### src/rtl/core/bvpp_pkg.sv
// Shared types and constants for the boundary vector projection pattern block.
// Depends on nothing; every other file of the block imports it.
package bvpp_pkg;

	localparam int COORD_W   = 11;
	localparam int PROJ_W    = 27;
	localparam int OFS_W     = 2;
	localparam int SPAN_W    = 4;
	localparam int CNT_W     = 5;
	localparam int DATA_W    = 32;
	localparam int ADDR_W    = 2;
	localparam int CNT_RESET = 16;

	localparam logic [ADDR_W-1:0] ADDR_POINT_COUNT = 2'd0;

	typedef logic signed [COORD_W-1:0] coord_t;

	typedef struct packed {
		coord_t vx;
		coord_t vy;
		coord_t nx;
		coord_t ny;
	} point_t;

	typedef struct packed {
		logic             bank;
		logic [CNT_W-1:0] count;
	} job_t;

	typedef struct packed {
		logic pop;
		logic done;
	} back_ctl_t;

endpackage

### src/rtl/core/boundary_vector_projection_pattern_top.sv
// Top level of the boundary vector projection pattern block: configuration port,
// front end, job queue, point store and back end. Depends on bvpp_pkg and all bvpp_ modules.
//
//  Channel   Handshake                  Payload
//  -------   -------------------------  ------------------------------------------------
//  points    push / full                vec_x, vec_y, normal_x, normal_y
//  results   pop / empty                proj_x, proj_y, start_offset, span_length,
//                                       last_result
//  config    psel, penable, pwrite,     paddr, pwdata, prdata (point_count at byte 0)
//            pready
//
// The front end accepts a point transaction whenever full is low. The back end takes
// a set from the job queue while idle, then reads one store entry per cycle while its
// result queue has room: one extra read for each start offset, then one per result.
// Each read passes the read, sum and product registers before its result is queued.
// A full set of 16 points needs 58 reads for its 54 results, and the back end works
// on it overlapped with loading the next set into the other bank.
// Reset clears all control state; the point store itself is not cleared.
// The front end stalls (full high) only while both store banks hold sets still being
// worked on; the back end stalls only when its four-entry result queue is full.
module boundary_vector_projection_pattern_top import bvpp_pkg::*; #(
	parameter int MAX_POINTS   = 16,
	parameter int START_POINTS = 4
) (
	input  logic                     clk,
	input  logic                     arst_n,

	input  logic                     push,
	output logic                     full,
	input  logic signed [COORD_W-1:0] vec_x,
	input  logic signed [COORD_W-1:0] vec_y,
	input  logic signed [COORD_W-1:0] normal_x,
	input  logic signed [COORD_W-1:0] normal_y,

	output logic                     empty,
	input  logic                     pop,
	output logic signed [PROJ_W-1:0] proj_x,
	output logic signed [PROJ_W-1:0] proj_y,
	output logic [OFS_W-1:0]         start_offset,
	output logic [SPAN_W-1:0]        span_length,
	output logic                     last_result,

	input  logic                     psel,
	input  logic                     penable,
	input  logic                     pwrite,
	input  logic [ADDR_W-1:0]        paddr,
	input  logic [DATA_W-1:0]        pwdata,
	output logic [DATA_W-1:0]        prdata,
	output logic                     pready
);

	localparam int AW = $clog2(MAX_POINTS) + 1;

	logic [CNT_W-1:0] point_count_q;

	back_ctl_t     back_ctl;
	logic [1:0]    pend;
	logic          wr_en;
	logic [AW-1:0] wr_addr;
	point_t        wr_data;
	logic          rd_en;
	logic [AW-1:0] rd_addr;
	point_t        rd_data;
	logic          job_push;
	job_t          job_in;
	job_t          job_head;
	logic          job_empty;

	// The configuration port never inserts wait states. Writes land on the access
	// phase, and only the point count register is decoded.
	assign pready = 1'b1;
	assign prdata = (paddr == ADDR_POINT_COUNT) ? DATA_W'(point_count_q) : '0;

	always_ff @(posedge clk or negedge arst_n) begin
		if (!arst_n) begin
			point_count_q <= CNT_W'(CNT_RESET);
		end else if (psel && penable && pwrite && pready && (paddr == ADDR_POINT_COUNT)) begin
			point_count_q <= pwdata[CNT_W-1:0];
		end
	end

	// The front end writes each point into the bank being filled and, on the
	// point that completes a set, hands the bank and its size to the job queue.
	bvpp_front #(
		.MAX_POINTS (MAX_POINTS)
	) u_front (
		.clk         (clk),
		.arst_n      (arst_n),
		.push        (push),
		.full        (full),
		.vec_x       (vec_x),
		.vec_y       (vec_y),
		.normal_x    (normal_x),
		.normal_y    (normal_y),
		.point_count (point_count_q),
		.back_ctl    (back_ctl),
		.pend        (pend),
		.wr_en       (wr_en),
		.wr_addr     (wr_addr),
		.wr_data     (wr_data),
		.job_push    (job_push),
		.job         (job_in)
	);

	bvpp_jobq u_jobq (
		.clk      (clk),
		.arst_n   (arst_n),
		.push     (job_push),
		.push_job (job_in),
		.back_ctl (back_ctl),
		.empty    (job_empty),
		.head     (job_head)
	);

	bvpp_store #(
		.MAX_POINTS (MAX_POINTS)
	) u_store (
		.clk     (clk),
		.wr_en   (wr_en),
		.wr_addr (wr_addr),
		.wr_data (wr_data),
		.rd_en   (rd_en),
		.rd_addr (rd_addr),
		.rd_data (rd_data)
	);

	// The back end releases a bank as soon as its last entry has been read.
	bvpp_back #(
		.MAX_POINTS   (MAX_POINTS),
		.START_POINTS (START_POINTS)
	) u_back (
		.clk          (clk),
		.arst_n       (arst_n),
		.job_empty    (job_empty),
		.job          (job_head),
		.ctl          (back_ctl),
		.rd_en        (rd_en),
		.rd_addr      (rd_addr),
		.rd_data      (rd_data),
		.empty        (empty),
		.pop          (pop),
		.proj_x       (proj_x),
		.proj_y       (proj_y),
		.start_offset (start_offset),
		.span_length  (span_length),
		.last_result  (last_result)
	);

`ifndef SYNTHESIS
	// A set can only be finished by the back end if one has been handed over.
	a_done_needs_set: assert property (@(posedge clk) disable iff (!arst_n)
		back_ctl.done |-> (pend != 2'd0))
		else $error("back end finished a set that was never handed over");

	// The bank being filled must never be one the back end still reads.
	a_no_write_when_busy: assert property (@(posedge clk) disable iff (!arst_n)
		wr_en |-> (pend != 2'd2))
		else $error("point written while both banks are in use");

	// The back end takes a job only when the queue holds one.
	a_pop_nonempty: assert property (@(posedge clk) disable iff (!arst_n)
		back_ctl.pop |-> !job_empty)
		else $error("job queue read while empty");

	// A completed set always lifts the outstanding count by one unless one retires too.
	a_pend_tracks: assert property (@(posedge clk) disable iff (!arst_n)
		(job_push && !back_ctl.done) |=> (pend == $past(pend) + 2'd1))
		else $error("outstanding set count lost a completed set");
`endif

endmodule

### src/rtl/core/bvpp_front.sv
// Front end: takes point transactions, writes them to the store and raises a job per set.
// Depends on bvpp_pkg.
module bvpp_front import bvpp_pkg::*; #(
	parameter int MAX_POINTS = 16,
	localparam int IW = $clog2(MAX_POINTS),
	localparam int AW = IW + 1
) (
	input  logic             clk,
	input  logic             arst_n,
	input  logic             push,
	output logic             full,
	input  coord_t           vec_x,
	input  coord_t           vec_y,
	input  coord_t           normal_x,
	input  coord_t           normal_y,
	input  logic [CNT_W-1:0] point_count,
	input  back_ctl_t        back_ctl,
	output logic [1:0]       pend,
	output logic             wr_en,
	output logic [AW-1:0]    wr_addr,
	output point_t           wr_data,
	output logic             job_push,
	output job_t             job
);

	localparam logic [CNT_W-1:0] MAX_CNT = CNT_W'(MAX_POINTS);

	logic [IW-1:0]    load_q;
	logic             bank_q;
	logic [1:0]       pend_q;
	logic             accept;
	logic             complete;
	logic [CNT_W-1:0] n_eff;

	// Both banks are taken once two sets wait for, or are in, the back end.
	assign full   = (pend_q == 2'd2);
	assign pend   = pend_q;
	assign accept = push & ~full;

	always_comb begin
		n_eff = point_count;
		if (point_count > MAX_CNT) begin
			n_eff = MAX_CNT;
		end
		if (point_count == '0) begin
			n_eff = CNT_W'(1);
		end
	end

	assign complete = ((CNT_W'(load_q) + CNT_W'(1)) >= n_eff);

	assign wr_en    = accept;
	assign wr_addr  = {bank_q, load_q};
	assign wr_data  = '{vx: vec_x, vy: vec_y, nx: normal_x, ny: normal_y};
	assign job_push = accept & complete;
	assign job      = '{bank: bank_q, count: n_eff};

	always_ff @(posedge clk or negedge arst_n) begin
		if (!arst_n) begin
			load_q <= '0;
			bank_q <= 1'b0;
			pend_q <= '0;
		end else begin
			if (accept) begin
				if (complete) begin
					load_q <= '0;
					bank_q <= ~bank_q;
				end else begin
					load_q <= load_q + 1'b1;
				end
			end
			case ({job_push, back_ctl.done})
				2'b10:   pend_q <= pend_q + 2'd1;
				2'b01:   pend_q <= pend_q - 2'd1;
				default: pend_q <= pend_q;
			endcase
		end
	end

endmodule

### src/rtl/core/bvpp_jobq.sv
// Two-entry queue of completed sets between the front end and the back end.
// Depends on bvpp_pkg.
module bvpp_jobq import bvpp_pkg::*; (
	input  logic      clk,
	input  logic      arst_n,
	input  logic      push,
	input  job_t      push_job,
	input  back_ctl_t back_ctl,
	output logic      empty,
	output job_t      head
);

	job_t       ent_q [2];
	logic       wp_q;
	logic       rp_q;
	logic [1:0] cnt_q;
	logic       pop;

	assign empty = (cnt_q == 2'd0);
	assign head  = ent_q[rp_q];
	assign pop   = back_ctl.pop & ~empty;

	always_ff @(posedge clk) begin
		if (push) begin
			ent_q[wp_q] <= push_job;
		end
	end

	always_ff @(posedge clk or negedge arst_n) begin
		if (!arst_n) begin
			wp_q  <= 1'b0;
			rp_q  <= 1'b0;
			cnt_q <= '0;
		end else begin
			if (push) begin
				wp_q <= ~wp_q;
			end
			if (pop) begin
				rp_q <= ~rp_q;
			end
			case ({push, pop})
				2'b10:   cnt_q <= cnt_q + 2'd1;
				2'b01:   cnt_q <= cnt_q - 2'd1;
				default: cnt_q <= cnt_q;
			endcase
		end
	end

endmodule

### src/rtl/core/bvpp_store.sv
// Point store: two banks of points, one write and one registered read per cycle.
// Depends on bvpp_pkg.
module bvpp_store import bvpp_pkg::*; #(
	parameter int MAX_POINTS = 16,
	localparam int AW = $clog2(MAX_POINTS) + 1
) (
	input  logic          clk,
	input  logic          wr_en,
	input  logic [AW-1:0] wr_addr,
	input  point_t        wr_data,
	input  logic          rd_en,
	input  logic [AW-1:0] rd_addr,
	output point_t        rd_data
);

	localparam int DEPTH = 2 ** AW;

	point_t mem [DEPTH];

	always_ff @(posedge clk) begin
		if (wr_en) begin
			mem[wr_addr] <= wr_data;
		end
	end

	always_ff @(posedge clk) begin
		if (rd_en) begin
			rd_data <= mem[rd_addr];
		end
	end

endmodule

### src/rtl/core/bvpp_back.sv
// Back end: walks each set over start offsets and spans, forms the projections
// and queues the results. Depends on bvpp_pkg.
module bvpp_back import bvpp_pkg::*; #(
	parameter int MAX_POINTS   = 16,
	parameter int START_POINTS = 4,
	localparam int IW = $clog2(MAX_POINTS),
	localparam int AW = IW + 1
) (
	input  logic                     clk,
	input  logic                     arst_n,
	input  logic                     job_empty,
	input  job_t                     job,
	output back_ctl_t                ctl,
	output logic                     rd_en,
	output logic [AW-1:0]            rd_addr,
	input  point_t                   rd_data,
	output logic                     empty,
	input  logic                     pop,
	output logic signed [PROJ_W-1:0] proj_x,
	output logic signed [PROJ_W-1:0] proj_y,
	output logic [OFS_W-1:0]         start_offset,
	output logic [SPAN_W-1:0]        span_length,
	output logic                     last_result
);

	localparam int SW = COORD_W + $clog2(MAX_POINTS - 1);
	localparam int PW = SW + COORD_W;
	localparam int OQ_DEPTH = 4;
	localparam int OQ_AW = $clog2(OQ_DEPTH);
	localparam logic [2:0] START_LIM = 3'(START_POINTS);

	typedef enum logic {SEQ_IDLE, SEQ_RUN} seq_state_t;

	typedef struct packed {
		logic signed [PROJ_W-1:0] px;
		logic signed [PROJ_W-1:0] py;
		logic [OFS_W-1:0]         ofs;
		logic [SPAN_W-1:0]        span;
		logic                     last;
	} result_t;

	seq_state_t       state_q;
	logic             bank_q;
	logic [CNT_W-1:0] n_q;
	logic [OFS_W-1:0] s_q;
	logic [IW-1:0]    e_q;

	logic             adv;
	logic             issue;
	logic             last_e;
	logic             next_s_ok;
	logic             set_end;

	// Read stage tags, aligned with the registered store data.
	logic              v_s1;
	logic              start_s1;
	logic [OFS_W-1:0]  s_s1;
	logic [SPAN_W-1:0] k_s1;
	logic              last_s1;

	// Running sums and the normal at the current start offset.
	logic signed [SW-1:0] sx_q, sy_q;
	logic signed [SW-1:0] sum_x, sum_y;
	coord_t               pvx_q, pvy_q, nsx_q, nsy_q;

	logic                 v_s2;
	logic signed [SW-1:0] sx_s2, sy_s2;
	coord_t               nex_s2, ney_s2, nsx_s2, nsy_s2;
	logic [OFS_W-1:0]     s_s2;
	logic [SPAN_W-1:0]    k_s2;
	logic                 last_s2;

	logic                 v_s3;
	logic signed [PW-1:0] pxa_s3, pxb_s3, pya_s3, pyb_s3;
	logic [OFS_W-1:0]     s_s3;
	logic [SPAN_W-1:0]    k_s3;
	logic                 last_s3;

	logic signed [PW:0]   sum_px, sum_py;
	result_t              res;

	result_t           oq_q [OQ_DEPTH];
	logic [OQ_AW-1:0]  wp_q, rp_q;
	logic [OQ_AW:0]    ocnt_q;
	logic              oq_wr, oq_rd;

	// The whole pipeline moves together whenever the result queue has room.
	assign adv   = (ocnt_q != (OQ_AW+1)'(OQ_DEPTH));
	assign issue = (state_q == SEQ_RUN) & adv;

	assign last_e    = (CNT_W'(e_q) == (n_q - CNT_W'(1)));
	assign next_s_ok = ((3'(s_q) + 3'd1) < START_LIM) && ((CNT_W'(s_q) + CNT_W'(2)) < n_q);
	assign set_end   = issue & last_e & ~next_s_ok;

	assign ctl.pop  = (state_q == SEQ_IDLE) & ~job_empty;
	assign ctl.done = (ctl.pop & (job.count < CNT_W'(2))) | set_end;

	assign rd_en   = issue;
	assign rd_addr = {bank_q, e_q};

	always_ff @(posedge clk or negedge arst_n) begin
		if (!arst_n) begin
			state_q <= SEQ_IDLE;
			bank_q  <= 1'b0;
			n_q     <= '0;
			s_q     <= '0;
			e_q     <= '0;
		end else begin
			unique case (state_q)
				SEQ_IDLE: begin
					if (!job_empty) begin
						bank_q <= job.bank;
						n_q    <= job.count;
						s_q    <= '0;
						e_q    <= '0;
						if (job.count >= CNT_W'(2)) begin
							state_q <= SEQ_RUN;
						end
					end
				end
				SEQ_RUN: begin
					if (adv) begin
						if (last_e) begin
							if (next_s_ok) begin
								s_q <= s_q + 1'b1;
								e_q <= IW'(s_q) + IW'(1);
							end else begin
								state_q <= SEQ_IDLE;
							end
						end else begin
							e_q <= e_q + 1'b1;
						end
					end
				end
				default: state_q <= SEQ_IDLE;
			endcase
		end
	end

	always_ff @(posedge clk or negedge arst_n) begin
		if (!arst_n) begin
			v_s1 <= 1'b0;
			v_s2 <= 1'b0;
			v_s3 <= 1'b0;
		end else if (adv) begin
			v_s1 <= issue;
			v_s2 <= v_s1 & ~start_s1;
			v_s3 <= v_s2;
		end
	end

	always_ff @(posedge clk) begin
		if (issue) begin
			start_s1 <= (e_q == IW'(s_q));
			s_s1     <= s_q;
			k_s1     <= SPAN_W'(e_q - IW'(s_q));
			last_s1  <= last_e & ~next_s_ok;
		end
	end

	assign sum_x = sx_q + SW'(pvx_q);
	assign sum_y = sy_q + SW'(pvy_q);

	// The entry read for a span supplies its end normal and the vector added next.
	always_ff @(posedge clk) begin
		if (adv && v_s1) begin
			pvx_q <= rd_data.vx;
			pvy_q <= rd_data.vy;
			if (start_s1) begin
				nsx_q <= rd_data.nx;
				nsy_q <= rd_data.ny;
				sx_q  <= '0;
				sy_q  <= '0;
			end else begin
				sx_q    <= sum_x;
				sy_q    <= sum_y;
				sx_s2   <= sum_x;
				sy_s2   <= sum_y;
				nex_s2  <= rd_data.nx;
				ney_s2  <= rd_data.ny;
				nsx_s2  <= nsx_q;
				nsy_s2  <= nsy_q;
				s_s2    <= s_s1;
				k_s2    <= k_s1;
				last_s2 <= last_s1;
			end
		end
	end

	always_ff @(posedge clk) begin
		if (adv && v_s2) begin
			pxa_s3  <= PW'(sx_s2) * PW'(nsx_s2);
			pxb_s3  <= PW'(sy_s2) * PW'(nsy_s2);
			pya_s3  <= PW'(sx_s2) * PW'(nex_s2);
			pyb_s3  <= PW'(sy_s2) * PW'(ney_s2);
			s_s3    <= s_s2;
			k_s3    <= k_s2;
			last_s3 <= last_s2;
		end
	end

	assign sum_px = (PW+1)'(pxa_s3) + (PW+1)'(pxb_s3);
	assign sum_py = (PW+1)'(pya_s3) + (PW+1)'(pyb_s3);
	assign res    = '{px: PROJ_W'(sum_px), py: PROJ_W'(sum_py),
	                  ofs: s_s3, span: k_s3, last: last_s3};

	assign oq_wr = adv & v_s3;
	assign oq_rd = pop & ~empty;
	assign empty = (ocnt_q == '0);

	always_ff @(posedge clk) begin
		if (oq_wr) begin
			oq_q[wp_q] <= res;
		end
	end

	always_ff @(posedge clk or negedge arst_n) begin
		if (!arst_n) begin
			wp_q   <= '0;
			rp_q   <= '0;
			ocnt_q <= '0;
		end else begin
			if (oq_wr) begin
				wp_q <= wp_q + 1'b1;
			end
			if (oq_rd) begin
				rp_q <= rp_q + 1'b1;
			end
			case ({oq_wr, oq_rd})
				2'b10:   ocnt_q <= ocnt_q + 1'b1;
				2'b01:   ocnt_q <= ocnt_q - 1'b1;
				default: ocnt_q <= ocnt_q;
			endcase
		end
	end

	assign proj_x       = oq_q[rp_q].px;
	assign proj_y       = oq_q[rp_q].py;
	assign start_offset = oq_q[rp_q].ofs;
	assign span_length  = oq_q[rp_q].span;
	assign last_result  = oq_q[rp_q].last;

endmodule

### config.mk
export PLATFORM = sky130hd
export DESIGN_NAME = boundary_vector_projection_pattern_top
export DESIGN_NICKNAME = d
export VERILOG_FILES = /design/src/rtl/core/bvpp_pkg.sv /design/src/rtl/core/boundary_vector_projection_pattern_top.sv /design/src/rtl/core/bvpp_front.sv /design/src/rtl/core/bvpp_jobq.sv /design/src/rtl/core/bvpp_store.sv /design/src/rtl/core/bvpp_back.sv
export SDC_FILE = /design/constraint.sdc
export NUM_CORES = 2
export LEC_CHECK = 0
export BUFFER_PORTS_ARGS = -buffer_cell sky130_fd_sc_hd__buf_2
export CELL_PAD_IN_SITES_DETAIL_PLACEMENT = 0
export CELL_PAD_IN_SITES_GLOBAL_PLACEMENT = 1
export CORE_MARGIN = 2
export CORE_UTILIZATION = 55
export CTS_BUF_LIST = sky130_fd_sc_hd__clkbuf_16
export DETAILED_ROUTE_END_ITERATION = 16
export PLACE_DENSITY_LB_ADDON = 0.12
export SKIP_CTS_REPAIR_TIMING = 1
export SLEW_MARGIN = 40
export SYNTH_ARGS = -nofsm -noshare
export SYNTH_HDL_FRONTEND = slang
export SYNTH_SLANG_ARGS = --single-unit
### constraint.sdc
create_clock -name clk -period 6.8 [get_ports clk]
set_input_delay 0.34 -clock clk [delete_from_list [all_inputs] [get_ports clk]]
set_output_delay 0.34 -clock clk [all_outputs]
set_load 0.01 [all_outputs]
# After elaboration in Yosys (flattened, before gate mapping)
# Memory sizes are Yosys's and may differ from the RTL's. A register that Yosys moved wholly into a read port is not among the register bits.
# Cells that the tools add are included.
# op_classes
mul	4
n_lt_le_gt_ge	6
mux	29
div	0
shift	0
add_sub_neg	21
n_eq_ne	15
n_bitwise	22
n_reduce_logical	19
# op_table
cell	count
multiplier 15 x 11 -> 26 bit	4
adder 26 x 26 -> 27 bit	2
adder 15 x 11 -> 15 bit	2
2-to-1 mux 4 bit	5
2-to-1 mux 5 bit	3
bitwise AND 1 bit	12
one-hot mux 2 bit (2 select lines)	3
2-to-1 mux 1 bit	11
adder 2 x 1 -> 2 bit (second input constant)	5
NOT 1 bit	9
adder 4 x 1 -> 4 bit (second input constant)	2
equality test 2 bit (second input constant)	4
2-to-1 mux 2 bit	4
inequality test 2 bit (second input constant)	4
one-hot mux 4 bit (2 select lines)	1
AND reduction 2 bit	4
adder 2 x 1 -> 3 bit (second input constant)	2
equality test 2 x 1 -> 1 bit (second input constant)	3
logical AND 1 bit	6
inequality test 3 bit (second input constant)	2
one-hot mux 3 bit (2 select lines)	1
nonzero test 2 bit	3
adder 4 x 1 -> 5 bit (second input constant)	1
equality test 4 x 5 -> 1 bit	1
20 further kinds	22
# word_totals
out_inout_bits	96
ramBits	1664
regBits	313
latch_bits	0
mem_count	3
input_bits	85
elab_cells	163
mem_bits_ro	0
# memory_table
name	words	word_bits	read_ports	rd_ports_with_merged_regs	wr	line_no	rtl
u_store.mem	32	44	1	1	1	bvpp_store.sv:18	point_t mem [DEPTH];
u_back.oq_q	4	61	1	0	1	bvpp_back.sv:82	result_t oq_q [OQ_DEPTH];
u_jobq.ent_q	2	6	1	0	1	bvpp_jobq.sv:13	job_t ent_q [2];

# Logic depth before layout (Yosys ltp)
# logic_depth
depth_word	8
mapped_depth	22
depth_no_buf	21

# Hierarchy
# From an unflattened synthesis, not the netlist that was laid out.
# hier_totals
hier_cells	7271
hier_area_um2	104094.8
# modules_own_cells
module	cells_each	area_per_inst_um2	n_inst	seq_area_each_um2
bvpp_store	3090	55961.2	1	43601.8
bvpp_back	3988	46126.7	1	16130.5
bvpp_front	111	917.1	1	175.2
bvpp_jobq	35	619.3	1	460.4
boundary_vector_projection_pattern_top	47	470.5	1	126.4

# Worst setup path before layout
# No wires, ideal clock.
# synth_timing
kind	register to register
start	register u_back.sy_s2[5]
end	register u_back.pxb_s3[19] (data pin)
path_stages_with_launch	22
t_arrival_ns	5.212
synth_period_minus_slack_ns	5.470
t_required_ns	6.542
path_buffers	1
path_slack_ns	1.330
cell_sequence	edfxtp_1 -> clkbuf_1 -> and2_1 -> fa_1 -> inv_1 -> fa_1 -> inv_1 -> fa_1 -> fa_1 -> inv_1 -> fa_1 -> inv_1 -> ha_1 -> a21o_1 -> or3_1 -> o2111ai_1 -> o211ai_1 -> a31o_2 -> a21o_1 -> a21o_1 -> a21oi_1 -> xnor2_1
# synth_between
elab_chain_cells	1
# synth_rtl
element	line_no	rtl
start: declaration	bvpp_back.sv:67	logic signed [SW-1:0] sx_s2, sy_s2;
start signal: assignment	bvpp_back.sv:178	sy_s2 <= sum_y;
multiplier 15 x 11 -> 26 bit	bvpp_back.sv:193	pxb_s3 <= PW'(sy_s2) * PW'(nsy_s2);
end signal: assignment	bvpp_back.sv:193	
end: declaration	bvpp_back.sv:74	logic signed [PW-1:0] pxa_s3, pxb_s3, pya_s3, pyb_s3;
# No other way between the ends.
# A chain may end at the register's enable or synchronous reset.

# Worst setup path after layout
# layout_timing
start	register u_back.sy_s2[6]
end	register u_back.pyb_s3[25] (data pin)
# layout_between
elab_chain_cells	1
# layout_rtl
element	line_no	rtl
multiplier 15 x 11 -> 26 bit	bvpp_back.sv:195	pyb_s3 <= PW'(sy_s2) * PW'(ney_s2);
end signal: assignment	bvpp_back.sv:195	
end: declaration	bvpp_back.sv:74	
# No other way between the ends.

==> summary.txt <==
Status
  • Run status: complete, no violations

Logic synthesis
  • Register area share after synthesis: 59.1%
  • Syn avg cell area: 16.4 um2
  • Most numerous cell in the Yosys netlist: edfxtp_1
  • Cells after Synth: 6,236
  • #FFs+latches synth: 2,021
  • Top FF cell, synth: edfxtp_1
  • Top cells by count, synth: 1,982 x edfxtp_1, 794 x inv_1, 618 x fa_1
  • Async SR Flop Fraction: 1.93%
  • Synth cell types: 75
  • Synth top area share: 58.1%
  • Yosys warns: 0
  • Mapped Area: 102,000 um2
  • EDFF count, synth: 1,982
  • Most area-consuming cells after synthesis: edfxtp_1 58%, fa_1 12%, mux4_2 11%
  • Synth area leader: edfxtp_1

Worst setup path
  • Cell family contributing the most delay on the critical path: adder cells
  • Worst Path Required: 7.41 ns
  • Worst Path Max Fanout: 15
  • Endpoint class of the critical path: flop
  • R2r endpoint: u_back.pyb_s3[25]
  • CP bufs+invs: 4
  • R2r setup slk: 0.67 ns
  • Slowest CP cell: edfxtp_1
  • Depth of the worst register-to-register path: 19
  • Startpoint class of the critical path: flop
  • CP dominant cell by count: fa_1
  • Sequence of cells on the critical path: nand2_1 -> fa_1 -> fa_1 -> inv_1 -> fa_1 -> fa_1 -> inv_1 -> fa_1 -> inv_1 -> ha_1 -> a2111oi_0 -> o21ai_0 -> nand3_1 -> a311oi_1 -> buf_4 -> a211oi_1 -> o31ai_1 -> a21oi_1 -> xnor2_1
  • CP peak stage delay: 0.77 ns
  • Crit path arrival time: 6.74 ns
  • Crit Path Category: reg2reg
  • Reg2reg start: u_back.sy_s2[6]

STA
  • Final Hold Vio Count: 0
  • Setup-failing EPs final: 0
  • Tcrit/Tclk final: 90.2%
  • Tightest Pin Transition: 0.863 ns
  • Min Tclk post-route: 6.13 ns
  • RSZ-0062 raised after global routing: false
  • Sum Neg Setup Slack: 0 ns
  • Slew margin rel.: 42.4%
  • Final Skew: 0.0779 ns
  • Fmax: 163 MHz
  • Pins over their slew limit: 0

Clock tree
  • Clock Tree Buf Depth: 3
  • Root buffer cell: clkbuf_16
  • Clock sink count: 2,021
  • Worst-path clk slew: 0.07 ns
  • Clk_lat worst skew: 0.88 ns
  • CTS tree: yes
  • Htree depth: 4
  • Num CTS Buffers: 200

Routing
  • DR vias: 52,500
  • Vias per Instance: 5.71
  • Initial drt markers: 4,326
  • Routed WL per cell: 25.3 um
  • Post-route ant nets: 0
  • Routed wire length: 232,000 um
  • Post-route DRC: 0
  • DR pass1 iterations: 6

Floorplanning
  • Starting density of the core: 55.3%
  • Row cnt: 158
  • Placeable core region: 185,000 um2
  • Die width: 435 um
  • DIE AREA: 190,000 um2
  • Die height: 435 um
  • Ports: 181

Min path
  • Hold endpoint: point_count_q[0]
  • Hold Startpoint: penable
  • Worst min path class: in2reg
  • Min-Delay Path Depth: 3

Global routing
  • Gr ovfl total: 0
  • Largest net degree at the start of global routing: 126
  • Global-route wire length before repair: 351,000 um
  • Number of global-route vias before repair: 55,000
  • Initial antenna violation count: 15
  • Total global-route track usage: 25.1%

Place
  • Port-buffer cells: 125
  • Post-DP HPWL: 150,000 um
  • GPL Wtd Cong: 0.816

Run
  • Maxcap violations: 0

Layout
  • Area growth, synth to finish: 11.6%
  • Layout Nets: 7,550
  • Share of cells above drive strength 1: 17.9%
  • Fillers: 13,600
## per-stage QoR
stage	hold slack [ns]	utilization, %	cells	cell area (um2)	setup slack [ns]
3_5_place_dp	0.405	57.7	8742	107000	0.660
6_report	0.0110	61.7	9183	114000	0.669
3_3_place_gp	0.403	57.4	8723	106000	0.651
4_1_cts	-0.450	61.3	9117	114000	0.636
5_1_grt	0.00110	61.7	9181	114000	0.289
2_1_floorplan	0.0444	-	6262	102000	1.33
## placed cells by master (no fill, tap or decap), drive strengths merged, types with 6 or more instances in the layout
cell type,synthesis,routed
or3,11,11
and2,276,276
or2,6,6
dlygate4sd3,0,55
o21a,18,18
xnor2,149,149
nor3,32,32
nand3,25,25
diode,0,6
and3,24,24
nand3b,6,6
o31ai,7,7
o21ai,76,76
a21oi,117,117
dfrtp,38,38
xor2,56,56
buf,81,269
inv,794,841
clkinvlp,0,14
ha,323,323
a31o,8,8
o21bai,15,15
clkinv,0,88
clkbuf,183,201
edfxtp,1982,1982
conb,2,28
fa,618,618
a211oi,12,12
a21o,56,56
mux2,51,51
nor2b,49,49
nand2,431,431
mux2i,10,10
nand2b,33,33
bufinv,0,25
a31oi,10,10
nand4,9,9
nor2,167,167
mux4,501,501
## area by class of cell
| cell class | count | area (um2) | area share, % |
|---|---|---|---|
| well taps | 2480 | 3100 | 2.72 |
| diodes | 6 | 15.0 | 0.0131 |
| inverters | 794 | 2980 | 2.61 |
| clock inverters | 174 | 1790 | 1.57 |
| repair buffers | 324 | 2710 | 2.37 |
| multi-input cells | 3183 | 38100 | 33.4 |
| clock buffers | 201 | 5030 | 4.40 |
| flip-flops and latches | 2021 | 60500 | 53.0 |
## worst max-delay path by stage
stage	start	to	slack, ns	cells past startpoint
finish	u_back.sy_s2[6]	u_back.pyb_s3[25]	0.67	19
global route	u_back.ney_s2[2]	u_back.pyb_s3[25]	0.29	19
detailed placement	u_back.sx_s2[5]	u_back.pya_s3[25]	0.66	19
global placement	u_back.sx_s2[5]	u_back.pya_s3[25]	0.65	19
CTS	u_back.sx_s2[5]	u_back.pya_s3[25]	0.64	19
floorplan	u_back.sy_s2[5]	u_back.pxb_s3[19]	1.33	21
## registers in the layout, indices dropped and copies added, names as in the netlist, 15 cells and up
register	cells
u_back.sy_q	15
u_back.pya_s3	26
u_back.pxb_s3	26
u_back.oq_q	244
u_back.sy_s2	15
u_back.sx_q	15
u_store.rd_data	44
u_back.sx_s2	15
u_store.mem	1408
u_back.pyb_s3	26
u_back.pxa_s3	26
## worst min-delay path, stage by stage
cell,delay [ns]
buf_2,0.10
nand4_1,0.21
mux2_2,0.20
## kinds of logic after synthesis
family                     share of synthesized area [%]
DFF                                                 59.1
adders and majority gates                           16.0
and+or+nand+nor                                     5.11
muxes                                               11.7
buffers and inverters                               4.03
xor gates and xnor gates                            1.75
other                                            0.00734
AOI/OAI and AO/OA                                   2.30
## routing by layer
metal	vias up	share of wire (%)	GRT usage [%]
li1	23000	-	-
met1	27600	39	32.2
met5	-	0.040	0
met2	1455	53	45.0
met3	315	4.8	3.46
met4	14	2.5	6.61
Power is not shown: default switching activity piles up to over one toggle a cycle in this logic, so the estimate is an artifact.
